File: src/hdl/dda_line_rasterizer_styled_defines.svh
// ----------------------------------------------------------------------------
// dda line rasterizer assertion macros
// concurrent check wrappers, empty when building for synthesis
// ----------------------------------------------------------------------------
`ifndef DDA_LINE_RASTERIZER_STYLED_DEFINES_SVH
`define DDA_LINE_RASTERIZER_STYLED_DEFINES_SVH

`ifndef SYNTHESIS

// same-cycle implication
`define DDA_ASSERT_IMPL(lbl, clk, rst, ante, cons) \
   lbl: assert property (@(posedge clk) disable iff (rst) (ante) |-> (cons)) \
      else $error("dda same-cycle check failed");

// next-cycle implication
`define DDA_ASSERT_NEXT(lbl, clk, rst, ante, cons) \
   lbl: assert property (@(posedge clk) disable iff (rst) (ante) |=> (cons)) \
      else $error("dda next-cycle check failed");

`else

`define DDA_ASSERT_IMPL(lbl, clk, rst, ante, cons)
`define DDA_ASSERT_NEXT(lbl, clk, rst, ante, cons)

`endif

`endif

File: src/hdl/dda_pkg.sv
// ----------------------------------------------------------------------------
// dda_pkg
// shared types, codes and dash patterns of the line rasterizer
// ----------------------------------------------------------------------------
package dda_pkg;

   localparam int YMAX_W = 10;
   localparam logic [YMAX_W-1:0] YMAX_RESET = 10'd479;

   localparam int PATTERN_LEN = 10;
   localparam int POS_W       = $clog2(PATTERN_LEN);

   localparam logic [PATTERN_LEN-1:0] PATTERN_SOLID     = 10'h3FF;
   localparam logic [PATTERN_LEN-1:0] PATTERN_ALTERNATE = 10'h155;
   localparam logic [PATTERN_LEN-1:0] PATTERN_GAP_SHORT = 10'h3DE;
   localparam logic [PATTERN_LEN-1:0] PATTERN_GAP_LONG  = 10'h0CF;

   localparam logic [2:0] STYLE_ALTERNATE = 3'd2;
   localparam logic [2:0] STYLE_GAP_SHORT = 3'd3;
   localparam logic [2:0] STYLE_GAP_LONG  = 3'd4;

   typedef enum logic {
      KIND_START   = 1'b0,
      KIND_ADVANCE = 1'b1
   } kind_type;

   typedef enum logic [2:0] {
      ST_IDLE,
      ST_DIVIDE,
      ST_FINISH,
      ST_PREP,
      ST_EMIT
   } ctl_state_type;

   // controller to datapath
   typedef struct packed {
      logic start;
      logic advance;
      logic div_step;
      logic div_finish;
      logic prep;
      logic emit;
   } cmd_type;

   // datapath to controller
   typedef struct packed {
      logic zero_len;
      logic line_active;
      logic slot_free;
   } sts_type;

   function automatic logic [PATTERN_LEN-1:0] style_pattern(input logic [2:0] style);
      logic [PATTERN_LEN-1:0] pat;
      unique case (style)
         STYLE_ALTERNATE: pat = PATTERN_ALTERNATE;
         STYLE_GAP_SHORT: pat = PATTERN_GAP_SHORT;
         STYLE_GAP_LONG:  pat = PATTERN_GAP_LONG;
         default:         pat = PATTERN_SOLID;
      endcase
      return pat;
   endfunction

endpackage

File: src/hdl/dda_if.sv
// ----------------------------------------------------------------------------
// dda channel interfaces
// valid/ready channels for line items, pixels and the row limit register
// ----------------------------------------------------------------------------
interface dda_req_if #(
   parameter int COORD_WIDTH = 10
);
   logic                   valid;
   logic                   ready;
   logic                   kind;
   logic [COORD_WIDTH-1:0] x_start;
   logic [COORD_WIDTH-1:0] y_start;
   logic [COORD_WIDTH-1:0] x_end;
   logic [COORD_WIDTH-1:0] y_end;
   logic [2:0]             style;

   modport source (output valid, kind, x_start, y_start, x_end, y_end, style, input ready);
   modport sink   (input valid, kind, x_start, y_start, x_end, y_end, style, output ready);
endinterface

interface dda_rsp_if #(
   parameter int COORD_WIDTH = 10
);
   logic                      valid;
   logic                      ready;
   logic [COORD_WIDTH-1:0]    pixel_x;
   logic signed [COORD_WIDTH:0] pixel_y;
   logic                      last;

   modport source (output valid, pixel_x, pixel_y, last, input ready);
   modport sink   (input valid, pixel_x, pixel_y, last, output ready);
endinterface

interface dda_csr_if;
   logic                        valid;
   logic                        ready;
   logic [dda_pkg::YMAX_W-1:0]  screen_y_max;

   modport source (output valid, screen_y_max, input ready);
   modport sink   (input valid, screen_y_max, output ready);
endinterface

File: src/hdl/dda_controller.sv
// ----------------------------------------------------------------------------
// dda_controller
// sequencer for start, divide and advance phases of the rasterizer
// ----------------------------------------------------------------------------
`include "dda_line_rasterizer_styled_defines.svh"

module dda_controller #(
   parameter int DIV_STEPS = 26
) (
   input  logic              clock,
   input  logic              reset,
   input  logic              req_valid,
   input  logic              req_kind,
   output logic              req_ready,
   input  dda_pkg::sts_type  sts,
   output dda_pkg::cmd_type  cmd
);

   localparam int CNT_W = $clog2(DIV_STEPS);
   localparam logic [CNT_W-1:0] CNT_LAST = CNT_W'(DIV_STEPS - 1);

   dda_pkg::ctl_state_type state_ff, state_in;
   logic [CNT_W-1:0]       cnt_ff, cnt_in;
   logic                   accept;

   // outputs
   always_comb begin
      req_ready      = (state_ff == dda_pkg::ST_IDLE) && sts.slot_free;
      accept         = req_valid && req_ready;
      cmd            = '0;
      cmd.start      = accept && (req_kind == dda_pkg::KIND_START);
      cmd.advance    = accept && (req_kind == dda_pkg::KIND_ADVANCE) && sts.line_active;
      cmd.div_step   = (state_ff == dda_pkg::ST_DIVIDE);
      cmd.div_finish = (state_ff == dda_pkg::ST_FINISH);
      cmd.prep       = (state_ff == dda_pkg::ST_PREP);
      cmd.emit       = (state_ff == dda_pkg::ST_EMIT);
   end

   // next state
   always_comb begin
      state_in = state_ff;
      cnt_in   = cnt_ff;
      unique case (state_ff)
         dda_pkg::ST_IDLE: begin
            cnt_in = '0;
            if (cmd.start && !sts.zero_len) begin
               state_in = dda_pkg::ST_DIVIDE;
            end else if (cmd.advance) begin
               state_in = dda_pkg::ST_PREP;
            end
         end
         dda_pkg::ST_DIVIDE: begin
            cnt_in = cnt_ff + 1'b1;
            if (cnt_ff == CNT_LAST) begin
               state_in = dda_pkg::ST_FINISH;
            end
         end
         dda_pkg::ST_FINISH: state_in = dda_pkg::ST_IDLE;
         dda_pkg::ST_PREP:   state_in = dda_pkg::ST_EMIT;
         dda_pkg::ST_EMIT:   state_in = dda_pkg::ST_IDLE;
         default:            state_in = dda_pkg::ST_IDLE;
      endcase
   end

   always_ff @(posedge clock) begin
      if (reset) begin
         state_ff <= dda_pkg::ST_IDLE;
         cnt_ff   <= '0;
      end else begin
         state_ff <= state_in;
         cnt_ff   <= cnt_in;
      end
   end

   // a pixel is only produced into an empty or draining output slot
   `DDA_ASSERT_IMPL(a_emit_slot_free, clock, reset, state_ff == dda_pkg::ST_EMIT, sts.slot_free)
   // a real line start blocks new beats while dividing
   `DDA_ASSERT_NEXT(a_start_blocks, clock, reset, cmd.start && !sts.zero_len, !req_ready)

endmodule

File: src/hdl/dda_datapath.sv
// ----------------------------------------------------------------------------
// dda_datapath
// endpoint setup, serial increment divider, accumulators, rounding, output slot
// ----------------------------------------------------------------------------
`include "dda_line_rasterizer_styled_defines.svh"

module dda_datapath #(
   parameter int COORD_WIDTH = 10,
   parameter int FRAC_BITS   = 16
) (
   input  logic                            clock,
   input  logic                            reset,
   input  dda_pkg::cmd_type                cmd,
   output dda_pkg::sts_type                sts,
   input  logic [COORD_WIDTH-1:0]          x_start,
   input  logic [COORD_WIDTH-1:0]          y_start,
   input  logic [COORD_WIDTH-1:0]          x_end,
   input  logic [COORD_WIDTH-1:0]          y_end,
   input  logic [2:0]                      style,
   input  logic                            csr_valid,
   input  logic [dda_pkg::YMAX_W-1:0]      csr_data,
   output logic                            rsp_valid,
   input  logic                            rsp_ready,
   output logic [COORD_WIDTH-1:0]          pixel_x,
   output logic signed [COORD_WIDTH:0]     pixel_y,
   output logic                            last
);

   localparam int C      = COORD_WIDTH;
   localparam int F      = FRAC_BITS;
   localparam int ACC_W  = C + F + 1;
   localparam int INC_W  = F + 2;
   localparam int DIV_W  = C + F;
   localparam int MAX_W  = (C > dda_pkg::YMAX_W) ? C : dda_pkg::YMAX_W;
   localparam int PY_W   = MAX_W + 1;
   localparam int VY_W   = MAX_W + F + 2;
   localparam int SX_W   = ACC_W + 1;
   localparam int SY_W   = VY_W + 1;
   localparam int PLEN   = dda_pkg::PATTERN_LEN;
   localparam int POS_W  = dda_pkg::POS_W;

   localparam logic signed [SX_W-1:0] X_HALF = SX_W'(64'd1 << (F - 1));
   localparam logic signed [SX_W-1:0] X_BIAS = SX_W'((64'd1 << F) + (64'd1 << (F - 1)) - 64'd1);
   localparam logic signed [SY_W-1:0] Y_HALF = SY_W'(64'd1 << (F - 1));
   localparam logic signed [SY_W-1:0] Y_BIAS = SY_W'((64'd1 << F) + (64'd1 << (F - 1)) - 64'd1);

   // control state
   logic [dda_pkg::YMAX_W-1:0] ymax_ff, ymax_in;
   logic [C-1:0]               steps_ff, steps_in;
   logic [POS_W-1:0]           pos_ff, pos_in;
   logic [PLEN-1:0]            pattern_ff, pattern_in;
   logic                       active_ff, active_in;
   logic                       rsp_valid_ff, rsp_valid_in;

   // payload state, lane 0 is x, lane 1 is y
   logic signed [ACC_W-1:0]    acc_ff [2];
   logic signed [ACC_W-1:0]    acc_in [2];
   logic signed [INC_W-1:0]    inc_ff [2];
   logic signed [INC_W-1:0]    inc_in [2];
   logic [C-1:0]               rem_ff [2];
   logic [C-1:0]               rem_in [2];
   logic [DIV_W-1:0]           num_ff [2];
   logic [DIV_W-1:0]           num_in [2];
   logic                       neg_ff [2];
   logic                       neg_in [2];
   logic                       emit_ff, emit_in;
   logic                       step_last_ff, step_last_in;
   logic signed [VY_W-1:0]     vy_ff, vy_in;
   logic [C-1:0]               px_ff, px_in;
   logic signed [C:0]          py_ff, py_in;
   logic                       last_ff, last_in;

   // start decode
   logic signed [C:0]          dx_s, dy_s, adx_s, ady_s;
   logic [C-1:0]               steps_new;
   logic                       zero_len;
   logic signed [PY_W-1:0]     start_py;

   // divider step
   logic [C:0]                 trial [2];
   logic [C:0]                 diff [2];
   logic                       ge [2];
   logic [INC_W-1:0]           quo [2];

   // rounding
   logic signed [SX_W-1:0]     sx, rx;
   logic signed [SY_W-1:0]     sy, ry;

   always_comb begin
      dx_s      = $signed({1'b0, x_end}) - $signed({1'b0, x_start});
      dy_s      = $signed({1'b0, y_end}) - $signed({1'b0, y_start});
      adx_s     = dx_s[C] ? -dx_s : dx_s;
      ady_s     = dy_s[C] ? -dy_s : dy_s;
      steps_new = (adx_s[C-1:0] > ady_s[C-1:0]) ? adx_s[C-1:0] : ady_s[C-1:0];
      zero_len  = (steps_new == '0);
      start_py  = $signed(PY_W'(ymax_ff)) - $signed(PY_W'(y_start));
   end

   // restoring divide, one quotient bit per lane per cycle
   always_comb begin
      for (int i = 0; i < 2; i++) begin
         trial[i] = {rem_ff[i], num_ff[i][DIV_W-1]};
         diff[i]  = trial[i] - {1'b0, steps_ff};
         ge[i]    = (trial[i] >= {1'b0, steps_ff});
         quo[i]   = {1'b0, num_ff[i][F:0]};
      end
   end

   // add one half, then truncate toward zero; ties round up
   always_comb begin
      sx = SX_W'(acc_ff[0]);
      rx = sx + ((sx < -X_HALF) ? X_BIAS : X_HALF);
      sy = SY_W'(vy_ff);
      ry = sy + ((sy < -Y_HALF) ? Y_BIAS : Y_HALF);
   end

   // control next values
   always_comb begin
      ymax_in    = csr_valid ? csr_data : ymax_ff;
      steps_in   = steps_ff;
      pos_in     = pos_ff;
      pattern_in = pattern_ff;
      active_in  = active_ff;
      if (cmd.start) begin
         steps_in   = steps_new;
         pos_in     = '0;
         pattern_in = dda_pkg::style_pattern(style);
         active_in  = !zero_len;
      end else if (cmd.advance) begin
         steps_in  = steps_ff - 1'b1;
         pos_in    = (pos_ff == POS_W'(PLEN - 1)) ? '0 : pos_ff + 1'b1;
         active_in = (steps_ff != C'(1));
      end

      if (cmd.start || (cmd.emit && emit_ff)) begin
         rsp_valid_in = 1'b1;
      end else if (rsp_ready) begin
         rsp_valid_in = 1'b0;
      end else begin
         rsp_valid_in = rsp_valid_ff;
      end
   end

   // payload next values
   always_comb begin
      for (int i = 0; i < 2; i++) begin
         acc_in[i] = acc_ff[i];
         inc_in[i] = inc_ff[i];
         rem_in[i] = rem_ff[i];
         num_in[i] = num_ff[i];
         neg_in[i] = neg_ff[i];
      end
      emit_in      = emit_ff;
      step_last_in = step_last_ff;
      vy_in        = vy_ff;
      px_in        = px_ff;
      py_in        = py_ff;
      last_in      = last_ff;

      if (cmd.start) begin
         acc_in[0] = ACC_W'({1'b0, x_start, {F{1'b0}}});
         acc_in[1] = ACC_W'({1'b0, y_start, {F{1'b0}}});
         inc_in[0] = '0;
         inc_in[1] = '0;
         rem_in[0] = '0;
         rem_in[1] = '0;
         num_in[0] = {adx_s[C-1:0], {F{1'b0}}};
         num_in[1] = {ady_s[C-1:0], {F{1'b0}}};
         neg_in[0] = dx_s[C];
         neg_in[1] = dy_s[C];
         px_in     = x_start;
         py_in     = start_py[C:0];
         last_in   = zero_len;
      end else if (cmd.advance) begin
         for (int i = 0; i < 2; i++) begin
            acc_in[i] = acc_ff[i] + ACC_W'(inc_ff[i]);
         end
         emit_in      = pattern_ff[pos_ff];
         step_last_in = (steps_ff == C'(1));
      end

      if (cmd.div_step) begin
         for (int i = 0; i < 2; i++) begin
            rem_in[i] = ge[i] ? diff[i][C-1:0] : trial[i][C-1:0];
            num_in[i] = {num_ff[i][DIV_W-2:0], ge[i]};
         end
      end

      if (cmd.div_finish) begin
         for (int i = 0; i < 2; i++) begin
            inc_in[i] = neg_ff[i] ? $signed(-quo[i]) : $signed(quo[i]);
         end
      end

      if (cmd.prep) begin
         vy_in = $signed(VY_W'({ymax_ff, {F{1'b0}}})) - VY_W'(acc_ff[1]);
      end

      if (cmd.emit) begin
         px_in   = rx[F+C-1:F];
         py_in   = ry[F+C:F];
         last_in = step_last_ff;
      end
   end

   always_ff @(posedge clock) begin
      if (reset) begin
         ymax_ff      <= dda_pkg::YMAX_RESET;
         steps_ff     <= '0;
         pos_ff       <= '0;
         pattern_ff   <= dda_pkg::PATTERN_SOLID;
         active_ff    <= 1'b0;
         rsp_valid_ff <= 1'b0;
      end else begin
         ymax_ff      <= ymax_in;
         steps_ff     <= steps_in;
         pos_ff       <= pos_in;
         pattern_ff   <= pattern_in;
         active_ff    <= active_in;
         rsp_valid_ff <= rsp_valid_in;
      end
   end

   always_ff @(posedge clock) begin
      for (int i = 0; i < 2; i++) begin
         acc_ff[i] <= acc_in[i];
         inc_ff[i] <= inc_in[i];
         rem_ff[i] <= rem_in[i];
         num_ff[i] <= num_in[i];
         neg_ff[i] <= neg_in[i];
      end
      emit_ff      <= emit_in;
      step_last_ff <= step_last_in;
      vy_ff        <= vy_in;
      px_ff        <= px_in;
      py_ff        <= py_in;
      last_ff      <= last_in;
   end

   assign sts.zero_len    = zero_len;
   assign sts.line_active = active_ff;
   assign sts.slot_free   = !rsp_valid_ff || rsp_ready;

   assign rsp_valid = rsp_valid_ff;
   assign pixel_x   = px_ff;
   assign pixel_y   = py_ff;
   assign last      = last_ff;

   // an active line always has steps left
   `DDA_ASSERT_IMPL(a_active_has_steps, clock, reset, active_ff, steps_ff != '0)
   // the final step closes the line
   `DDA_ASSERT_NEXT(a_last_step_ends, clock, reset, cmd.advance && (steps_ff == C'(1)), !active_ff)

endmodule

File: src/hdl/dda_line_rasterizer_styled.sv
// ----------------------------------------------------------------------------
// dda_line_rasterizer_styled
// styled dda line rasterizer, at most one pixel per beat
// ----------------------------------------------------------------------------
// a start beat (kind 0) latches both endpoints and a dash style and the start
// pixel is loaded into the output register on accept; the block then runs a
// bit-serial restoring divider, one step per bit of the scaled delta, and
// signs the x and y increments in a finish step before the next beat is
// taken; a zero length line skips the divider. an advance beat (kind 1) steps
// the accumulators on accept, flips the screen row in the prep state and
// registers the rounded pixel in the emit state. an advance with no line
// active is dropped. the pixel sits in an output register, and a new beat is
// taken only while that register is empty or being drained in the same cycle.
// pixels falling on a gap of the dash pattern are not sent, so a line whose
// final step is masked ends without a pixel marked last. the row limit
// register is written through the csr channel, which is always ready.
`include "dda_line_rasterizer_styled_defines.svh"

module dda_line_rasterizer_styled #(
   parameter int COORD_WIDTH = 10,
   parameter int FRAC_BITS   = 16
) (
   input  logic        clock,
   input  logic        reset,
   dda_req_if.sink     req_bus,
   dda_rsp_if.source   rsp_bus,
   dda_csr_if.sink     csr_bus
);

   // one divider step per bit of the scaled delta
   localparam int DIV_STEPS = COORD_WIDTH + FRAC_BITS;

   dda_pkg::cmd_type cmd;
   dda_pkg::sts_type sts;
   logic             req_ready;

   // register writes never stall
   assign csr_bus.ready = 1'b1;
   assign req_bus.ready = req_ready;

   // sequencer: idle, divide, finish, prep, emit
   dda_controller #(
      .DIV_STEPS (DIV_STEPS)
   ) u_ctl (
      .clock     (clock),
      .reset     (reset),
      .req_valid (req_bus.valid),
      .req_kind  (req_bus.kind),
      .req_ready (req_ready),
      .sts       (sts),
      .cmd       (cmd)
   );

   // arithmetic, line state and output slot
   dda_datapath #(
      .COORD_WIDTH (COORD_WIDTH),
      .FRAC_BITS   (FRAC_BITS)
   ) u_dp (
      .clock     (clock),
      .reset     (reset),
      .cmd       (cmd),
      .sts       (sts),
      .x_start   (req_bus.x_start),
      .y_start   (req_bus.y_start),
      .x_end     (req_bus.x_end),
      .y_end     (req_bus.y_end),
      .style     (req_bus.style),
      .csr_valid (csr_bus.valid),
      .csr_data  (csr_bus.screen_y_max),
      .rsp_valid (rsp_bus.valid),
      .rsp_ready (rsp_bus.ready),
      .pixel_x   (rsp_bus.pixel_x),
      .pixel_y   (rsp_bus.pixel_y),
      .last      (rsp_bus.last)
   );

   // a beat accepted here leaves the pixel slot loaded on a start
   `DDA_ASSERT_NEXT(a_start_loads_pixel, clock, reset, cmd.start, rsp_bus.valid)

endmodule

File: src/flat_wrapper.sv
// flat-port wrapper written by rule: the top's interface ports become plain ports
module dda_line_rasterizer_styled_flat 
#(
   parameter int COORD_WIDTH = 10,
   parameter int FRAC_BITS   = 16
)
  (clock, reset, req_bus_valid, req_bus_kind, req_bus_x_start, req_bus_y_start, req_bus_x_end, req_bus_y_end, req_bus_style, req_bus_ready, rsp_bus_valid, rsp_bus_pixel_x, rsp_bus_pixel_y, rsp_bus_last, rsp_bus_ready, csr_bus_valid, csr_bus_screen_y_max, csr_bus_ready);
  dda_req_if #(.COORD_WIDTH(COORD_WIDTH)) req_bus_i ();
  dda_rsp_if #(.COORD_WIDTH(COORD_WIDTH)) rsp_bus_i ();
  dda_csr_if csr_bus_i ();
  input  logic clock;
  input  logic reset;
  input wire logic [$bits(req_bus_i.valid)-1:0] req_bus_valid;
  input wire logic [$bits(req_bus_i.kind)-1:0] req_bus_kind;
  input wire logic [$bits(req_bus_i.x_start)-1:0] req_bus_x_start;
  input wire logic [$bits(req_bus_i.y_start)-1:0] req_bus_y_start;
  input wire logic [$bits(req_bus_i.x_end)-1:0] req_bus_x_end;
  input wire logic [$bits(req_bus_i.y_end)-1:0] req_bus_y_end;
  input wire logic [$bits(req_bus_i.style)-1:0] req_bus_style;
  output wire logic [$bits(req_bus_i.ready)-1:0] req_bus_ready;
  output wire logic [$bits(rsp_bus_i.valid)-1:0] rsp_bus_valid;
  output wire logic [$bits(rsp_bus_i.pixel_x)-1:0] rsp_bus_pixel_x;
  output wire logic [$bits(rsp_bus_i.pixel_y)-1:0] rsp_bus_pixel_y;
  output wire logic [$bits(rsp_bus_i.last)-1:0] rsp_bus_last;
  input wire logic [$bits(rsp_bus_i.ready)-1:0] rsp_bus_ready;
  input wire logic [$bits(csr_bus_i.valid)-1:0] csr_bus_valid;
  input wire logic [$bits(csr_bus_i.screen_y_max)-1:0] csr_bus_screen_y_max;
  output wire logic [$bits(csr_bus_i.ready)-1:0] csr_bus_ready;
  assign req_bus_i.valid = req_bus_valid;
  assign req_bus_i.kind = req_bus_kind;
  assign req_bus_i.x_start = req_bus_x_start;
  assign req_bus_i.y_start = req_bus_y_start;
  assign req_bus_i.x_end = req_bus_x_end;
  assign req_bus_i.y_end = req_bus_y_end;
  assign req_bus_i.style = req_bus_style;
  assign req_bus_ready = req_bus_i.ready;
  assign rsp_bus_valid = rsp_bus_i.valid;
  assign rsp_bus_pixel_x = rsp_bus_i.pixel_x;
  assign rsp_bus_pixel_y = rsp_bus_i.pixel_y;
  assign rsp_bus_last = rsp_bus_i.last;
  assign rsp_bus_i.ready = rsp_bus_ready;
  assign csr_bus_i.valid = csr_bus_valid;
  assign csr_bus_i.screen_y_max = csr_bus_screen_y_max;
  assign csr_bus_ready = csr_bus_i.ready;
  dda_line_rasterizer_styled #(.COORD_WIDTH(COORD_WIDTH), .FRAC_BITS(FRAC_BITS)) u_core (.clock(clock), .reset(reset), .req_bus(req_bus_i), .rsp_bus(rsp_bus_i), .csr_bus(csr_bus_i));
endmodule
File: config.mk
export PLATFORM = sky130hd
export DESIGN_NAME = dda_line_rasterizer_styled_flat
export DESIGN_NICKNAME = d
export VERILOG_FILES = /design/src/hdl/dda_pkg.sv /design/src/hdl/dda_if.sv /design/src/hdl/dda_controller.sv /design/src/hdl/dda_datapath.sv /design/src/hdl/dda_line_rasterizer_styled.sv /design/src/flat_wrapper.sv
export VERILOG_INCLUDE_DIRS = /design/src /design/src/hdl
export SDC_FILE = /design/constraint.sdc
export NUM_CORES = 1
export LEC_CHECK = 0
export BUFFER_PORTS_ARGS = -buffer_cell sky130_fd_sc_hd__buf_2
export CAP_MARGIN = 20
export CORE_ASPECT_RATIO = 0.8
export CORE_MARGIN = 10
export CORE_UTILIZATION = 62
export CTS_CLUSTER_SIZE = 28
export DETAILED_ROUTE_END_ITERATION = 10
export PLACE_DENSITY = 0.85
export SKIP_LAST_GASP = 1
export SYNTH_ARGS = -nofsm -noshare
export SYNTH_HDL_FRONTEND = slang
export SYNTH_SLANG_ARGS = --single-unit
export TNS_END_PERCENT = 5
File: constraint.sdc
create_clock -name clock -period 6.81 [get_ports clock]
set_clock_uncertainty 0.1 [all_clocks]
set_input_delay 0.681 -clock clock [delete_from_list [all_inputs] [get_ports clock]]
set_output_delay 0.681 -clock clock [all_outputs]
set_load 0.01 [all_outputs]
==> results.cfg, run 1 <==
[outcome]
outcome = finished clean

[drt]
remaining_drc_errors = 0
ant_nets = 0
wire_per_inst_microns = 19.4
num_vias = 14500
viasPerCell = 6.26
firstDrtPassIters = 6
drtIter0Drc = 1406
drt-total-wl_mm = 45.0

[setup_path]
critPathKind = input port to register
path_buf_inv = 5
end_kind = register
cp_common_cell = inv_1
cpPeakStageDelay_ns = 0.45
crit_start = req_bus_y_end[0]
r2r_start = u_core.u_dp.vy_ff[17]
path_max_fanout = 12
path_cells = buf_2 > inv_1 > ha_1 > inv_1 > fa_1 > xnor2_2 > and2_1 > nand2_1 > or3_4 > o41ai_2 > xor2_1 > xnor2_1 > ha_1 > and4_1 > and3_1 > o21ai_0 > and4b_1 > a31oi_1 > buf_4 > inv_1 > o2111ai_1 > o31ai_1 > nand2_1 > o31a_1
cp-start-kind = input port
slowest_stage = or3_4
cp.required_ns = 7.14
crit_arrival_ns = 5.55
crit_family = simple AND/OR/NAND/NOR gates

[timing]
setup_viol = 0
hold_viol_final = 0
finalCriticalPeriod_ns = 5.22
tns_ns = 0
rsz0062_at_grt = false
fmax_mhz = 192
slew_headroom_pct = 29.8
period_share_pct = 76.7
finalMaxSlewViolations = 0
worst_pin_slew_ns = 1.05

[floorplanning]
start_util_pct = 63.6
coreArea_sq_mm = 0.0276
ios = 84
die_area_sq_mm = 0.0354
rows = 54
die_x_microns = 208
chipHeight_microns = 170

[clocking]
cts_inserted_buffers = 27
clk_path_buf_depth = 3
cts_resized = 0
post_cts_buffers = 0
cts.sinks = 255
cts_hold_buf = 0
path_clk_slew_ns = 0.06
cts_root_buf = clkbuf_16
htree_levels = 1
cts_tree = done
clock_latency_ns = 0.55

[grt]
track_usage_pct = 24.5
grt_pass1_vias = 14300
grt_remaining_overflow = 0
grt_max_degree = 57
antenna_found_initial = 0
grt_pass1_wl_mm = 72.9

[logic_synthesis]
netlist_area_sq_mm = 0.0175
async_flop_share_pct = 0
synth_xor_area_share_pct = 8.87
synth_top_family_by_area = simple AND/OR/NAND/NOR gates
synth_compound_area_share_pct = 16.7
synthFlopType = edfxtp_1
syn_nets = 2097
synth_seq_cells = 255
seq_area_frac_synth_pct = 39.5
syn_avg_cell_area_sq_um = 9.39
synth_edf_count = 182
postSynthCellCount = 1868
muxShareOfSynthArea_pct = 1.79
synth_adder_area_share_pct = 12.4
ys_types = 81
synth_simple_gate_area_share_pct = 16.9
yosysWarnings = 0

[worst_hold_path]
holdCritPathClass = input port to register
min_from = csr_bus_screen_y_max[7]

[layout]
n_antenna_cell = 0
final_cell_mix = 182 x edfxtp_1, 163 x ha_1, 161 x nor2_1, 158 x nand2_1, 124 x o21ai_0
layout_commonest_cell = edfxtp_1
final_nets = 2168
final_util_pct = 69.8
layout-drive-gt1-share_pct = 8.88
area_delta_synth_final_pct = 9.77
finalNonFillerCells = 2323

[placed_design]
port_buffers = 82
gp_congestion = 0.884
place_inst = 2272
hpwl_mm = 32.4

[power_and_ir_drop]
switchingPower_mw = 1.62
vdd_ir_drop_max_uv = 221
power_leakage_nw = 8.16
pwr_density_cell_mw_per_mm2 = 258
clkPwrFrac_pct = 30.9
total_power_mw = 4.96
pwr-share-comb_pct = 30.0
seqPwrFrac_pct = 39.1
p_int_mw = 3.34
switching_share_pct = 32.7

[job]
cap_violations = 0
## power by group through the flow
stage / combinational, mW / clock [mW] / sequential [mW]
floorplan: 1.10 / 0 / 1.94
global placement: 1.39 / 0 / 1.96
detailed placement: 1.44 / 0 / 1.97
CTS: 1.46 / 1.55 / 1.94
global route: 1.65 / 1.60 / 1.96
finish: 1.49 / 1.53 / 1.94
## layer usage
metal,routed length [microns],global-route usage (%),up-vias,part of all wire [%]
met5,0,0,-,0
met4,1020,6.79,0,2.3
met3,3910,4.83,82,8.7
met2,20000,38.5,599,45
met1,20000,33.7,6897,45
li1,-,-,6958,-
## per-stage QoR
step	cell area (sq um)	hold WS, ns	worst slack, ns
CTS	19200	0.235	1.65
global placement	18300	0.376	1.29
floorplan	17500	0.335	1.50
detailed placement	18300	0.378	1.10
global route	19200	0.256	1.28
finish	19200	0.246	1.59
## logic make-up after synthesis
group           Yosys count
simple gates            611
compound gates          454
flops                   255
xor+xnor                175
buf+inv                 171
fa+ha+maj               170
mux                      31
other cells               1
## layout make-up
| cell class | instances | area, sq um |
|---|---|---|
| clock inverters | 11 | 158 |
| inverters | 114 | 428 |
| well taps | 364 | 455 |
| clock buffers | 38 | 737 |
| flip-flops and latches | 255 | 6930 |
| repair buffers | 99 | 562 |
| fillers | 2020 | 8320 |
| multi-input cells | 1442 | 9980 |
## worst reg2reg max path, cell delays in order, from the launching register on
cell      delay [ns]
edfxtp_1        0.46
and3_1          0.28
and4_1          0.25
a41o_1          0.34
inv_1           0.43
ha_1            0.35
a21o_1          0.18
a21o_1          0.17
a21o_1          0.18
a21o_1          0.17
a221oi_1        0.44
or2_1           0.22
a311oi_4        0.20
and3_1          0.29
xnor2_1         0.16
o21ai_1         0.08
## cell usage after synthesis (12+ instances only)
library cell  number  area share, %
edfxtp_1         182             31
ha_1             163             12
nor2_1           163            3.5
nand2_1          161            3.4
o21ai_0          124            3.5
inv_1            112            2.4
a21oi_1          108            3.1
xnor2_1           88            4.4
xor2_1            84            4.2
dfxtp_1           73            8.3
clkbuf_1          49            1.0
nand3_1           47            1.3
nor3_1            45            1.3
and3_1            40            1.4
a21o_1            38            1.6
nand2b_1          32            1.1
o31ai_1           29            1.2
mux2i_1           28            1.6
nor2b_1           25           0.89
o22ai_1           21           0.75
a211oi_1          18           0.77
o21a_1            17           0.73
nor4_1            16           0.57
or3_1             14           0.50
and2_1            13           0.46
nand4_1           12           0.43
## sequential cells by signal, indices dropped and copies added, names as in the netlist, 2 cells and up
| signal | count |
|---|---|
| u_core.u_ctl.cnt_ff | 5 |
| u_core.u_dp.pattern_ff | 5 |
| u_core.u_dp.pos_ff | 4 |
| u_core.u_dp.acc_ff | 54 |
| u_core.u_dp.neg_ff | 2 |
| u_core.u_dp.num_ff | 52 |
| u_core.u_dp.ymax_ff | 10 |
| u_core.u_dp.vy_ff | 28 |
| u_core.u_dp.rem_ff | 20 |
| u_core.u_dp.steps_ff | 10 |
| u_core.u_dp.inc_ff | 36 |
| u_core.u_dp.pixel_y | 11 |
| u_core.u_dp.pixel_x | 10 |
| u_core.u_ctl.state_ff | 3 |
## worst paths after layout
check                           slack [ns]  depth (start not counted)                  endpoint
worst max-delay path                  1.59                         24  u_core.u_ctl.state_ff[0]
worst min-delay path                  0.25                          3    u_core.u_dp.ymax_ff[7]
worst max register to register        2.26                         15    u_core.u_dp.pixel_y[8]
worst min register to register        0.40                          2  u_core.u_dp.acc_ff[0][9]
Note: power is estimated with default switching activity, not from simulation.
==> run 2, diff against run 1 <==
--- a/config.mk
+++ b/config.mk
@@ -10,10 +10,10 @@
 export CAP_MARGIN = 20
 export CORE_ASPECT_RATIO = 0.8
 export CORE_MARGIN = 10
-export CORE_UTILIZATION = 62
+export CORE_UTILIZATION = 57
 export CTS_CLUSTER_SIZE = 28
 export DETAILED_ROUTE_END_ITERATION = 10
-export PLACE_DENSITY = 0.85
+export PLACE_DENSITY = 0.83
 export SKIP_LAST_GASP = 1
 export SYNTH_ARGS = -nofsm -noshare
 export SYNTH_HDL_FRONTEND = slang
==> constraint.sdc (replaced) <==
create_clock -name clock -period 4.2 [get_ports clock]
set_clock_uncertainty 0.1 [all_clocks]
set_input_delay 0.42 -clock clock [delete_from_list [all_inputs] [get_ports clock]]
set_output_delay 0.42 -clock clock [all_outputs]
set_load 0.01 [all_outputs]
==> results.cfg, run 2 (synthesis results as in run 1) <==
[layout]
top_register = u_core.u_dp.acc_ff
final_cell_mix = 182 x edfxtp_1, 162 x ha_1, 160 x nor2_1, 157 x nand2_1, 130 x buf_4
multiInputGateArea_sq_mm = 0.0101
register_area_sq_mm = 0.00693
final_util_pct = 67.6
top_regs = u_core.u_dp.acc_ff: 54 flops, u_core.u_dp.num_ff: 52 flops, u_core.u_dp.inc_ff: 36 flops
num-fill-cells = 2219
area_delta_synth_final_pct = 17.1
layout_commonest_cell = edfxtp_1
largest_reg_flops = 54
layout-drive-gt1-share_pct = 15.5
final_nets = 2293

[clocking]
clock_latency_ns = 0.55
htree_levels = 1
clk_path_buf_depth = 3
cts.sinks = 255
cts_root_buf = clkbuf_16
cts_inserted_buffers = 28
cts_tree = done
path_clk_slew_ns = 0.06

[drt]
drt-total-wl_mm = 48.3
remaining_drc_errors = 0
drtIter0Drc = 1713
wire_per_inst_microns = 19.3
firstDrtPassIters = 6
ant_nets = 0
viasPerCell = 6.11
num_vias = 15300

[power_and_ir_drop]
vdd_ir_drop_max_uv = 316
pwr_density_cell_mw_per_mm2 = 419
total_power_mw = 8.60
power_leakage_nw = 8.87

[worst_hold_path]
holdPathEnd = u_core.u_dp.ymax_ff[9]
worstHoldPathCells = 3
min_from = csr_bus_screen_y_max[9]
holdCritPathClass = input port to register

[job]
cap_violations = 0

[setup_path]
crit_arrival_ns = 4.70
end_kind = register
r2r_end = u_core.u_dp.pixel_y[6]
path_cells = buf_8 > inv_12 > ha_4 > inv_2 > fa_2 > a21o_1 > a21oi_2 > xnor2_2 > or3_4 > o41ai_4 > xor2_1 > xnor2_1 > ha_1 > and4_1 > and3_4 > o21ai_2 > and4b_1 > a31oi_4 > inv_4 > buf_6 > nor3_2 > a31oi_2 > o31a_1
cpPeakStageDelay_ns = 0.42
rrSetupSlack_ns = 0.02
critPathKind = input port to register
reg2reg_depth = 16
slowest_stage = or3_4
cp.required_ns = 4.54
path_max_fanout = 8
cp-start-kind = input port
r2r_start = u_core.u_dp.vy_ff[17]

[grt]
antenna_found_initial = 2
grt_pass1_wl_mm = 76.8
grt_max_degree = 54
grt_remaining_overflow = 0
grt_pass1_vias = 14800
track_usage_pct = 24.3

[timing]
setup_viol = 4
hold_viol_final = 0
rsz0062_at_grt = true
period_share_pct = 104
fmax_mhz = 229
finalCriticalPeriod_ns = 4.36
worst_pin_slew_ns = 1.04
finalMaxSlewViolations = 0
setup_ws_ns = -0.164
tns_ns = -0.494
slew_headroom_pct = 30.2

[placed_design]
hpwl_mm = 35.2
port_buffers = 82
gp_congestion = 0.960

[floorplanning]
rows = 57
die_area_sq_mm = 0.0382
coreArea_sq_mm = 0.0304
die_x_microns = 216
ios = 84
start_util_pct = 57.7
chipHeight_microns = 177

[outcome]
outcome = finished, violations left
failed_checks = setup timing
-- run 2: stage by stage --
step / hold WS, ns / std cells / instance area (sq um) / setup WS [ns]
floorplan: 0.335 / 1868 / 17600 / -0.374
global placement: 0.356 / 2435 / 19300 / -0.557
detailed placement: 0.363 / 2435 / 19300 / -0.644
CTS: 0.00966 / 2495 / 20400 / -0.113
global route: 0.0372 / 2500 / 20500 / -0.332
finish: 0.0229 / 2501 / 20500 / -0.164
-- run 2: how the worst max path moves through the flow --
stage / from / endpoint / slack (ns)
after CTS: req_bus_y_end[0] / u_core.u_ctl.state_ff[0] / -0.11
after global routing: req_bus_y_end[0] / u_core.u_dp.last / -0.33
final: req_bus_y_end[0] / u_core.u_ctl.state_ff[0] / -0.16
after global placement: req_bus_y_end[0] / u_core.u_dp.last / -0.56
after detailed placement: req_bus_y_end[0] / u_core.u_dp.last / -0.64
after floorplan: req_bus_y_end[0] / u_core.u_dp.last / -0.37
-- run 2: report_power, final --
part	internal, mW	total [mW]	leakage (nW)	switching [mW]
logic	1.27	2.86	6.03	1.59
clock network	1.54	2.59	0.492	1.05
registers	2.98	3.15	2.35	0.166
-- run 2: worst max-delay path: cells and delay by family --
kind	cells	cell delay, ns
AO/OA/AOI/OAI	7	1.45
XOR/XNOR	3	0.44
adder cells (fa/ha/maj)	3	0.74
buffers and inverters	5	0.41
AND/OR/NAND/NOR	5	1.23
-- run 2: repair_timing --
item                                    in CTS  in global routing
pin swaps                                    0                 23
hold endpoints to repair                     8                  0
endpoints found under the setup margin      10                 24
hold buffers                                 8                  0
gates resized for setup                      1                 22
buffers inserted                             0                  4
-- run 2: cell type report --
cell class	count	area share [%]
antenna	2	0.0244
clock buffer	40	4.35
clock inverter	12	0.433
inverter	114	2.16
multi-input combinational	1442	49.3
sequential	255	33.7
tap	413	2.52
timing repair buffer	223	7.44
-- run 2: layer usage --
metal,routed length (microns),GRT usage [%],up-vias
li1,-,-,7199
met1,20200,33.1,7151
met4,1340,7.01,2
met2,21900,39.4,808
met3,4810,3.76,122
met5,13,0,-
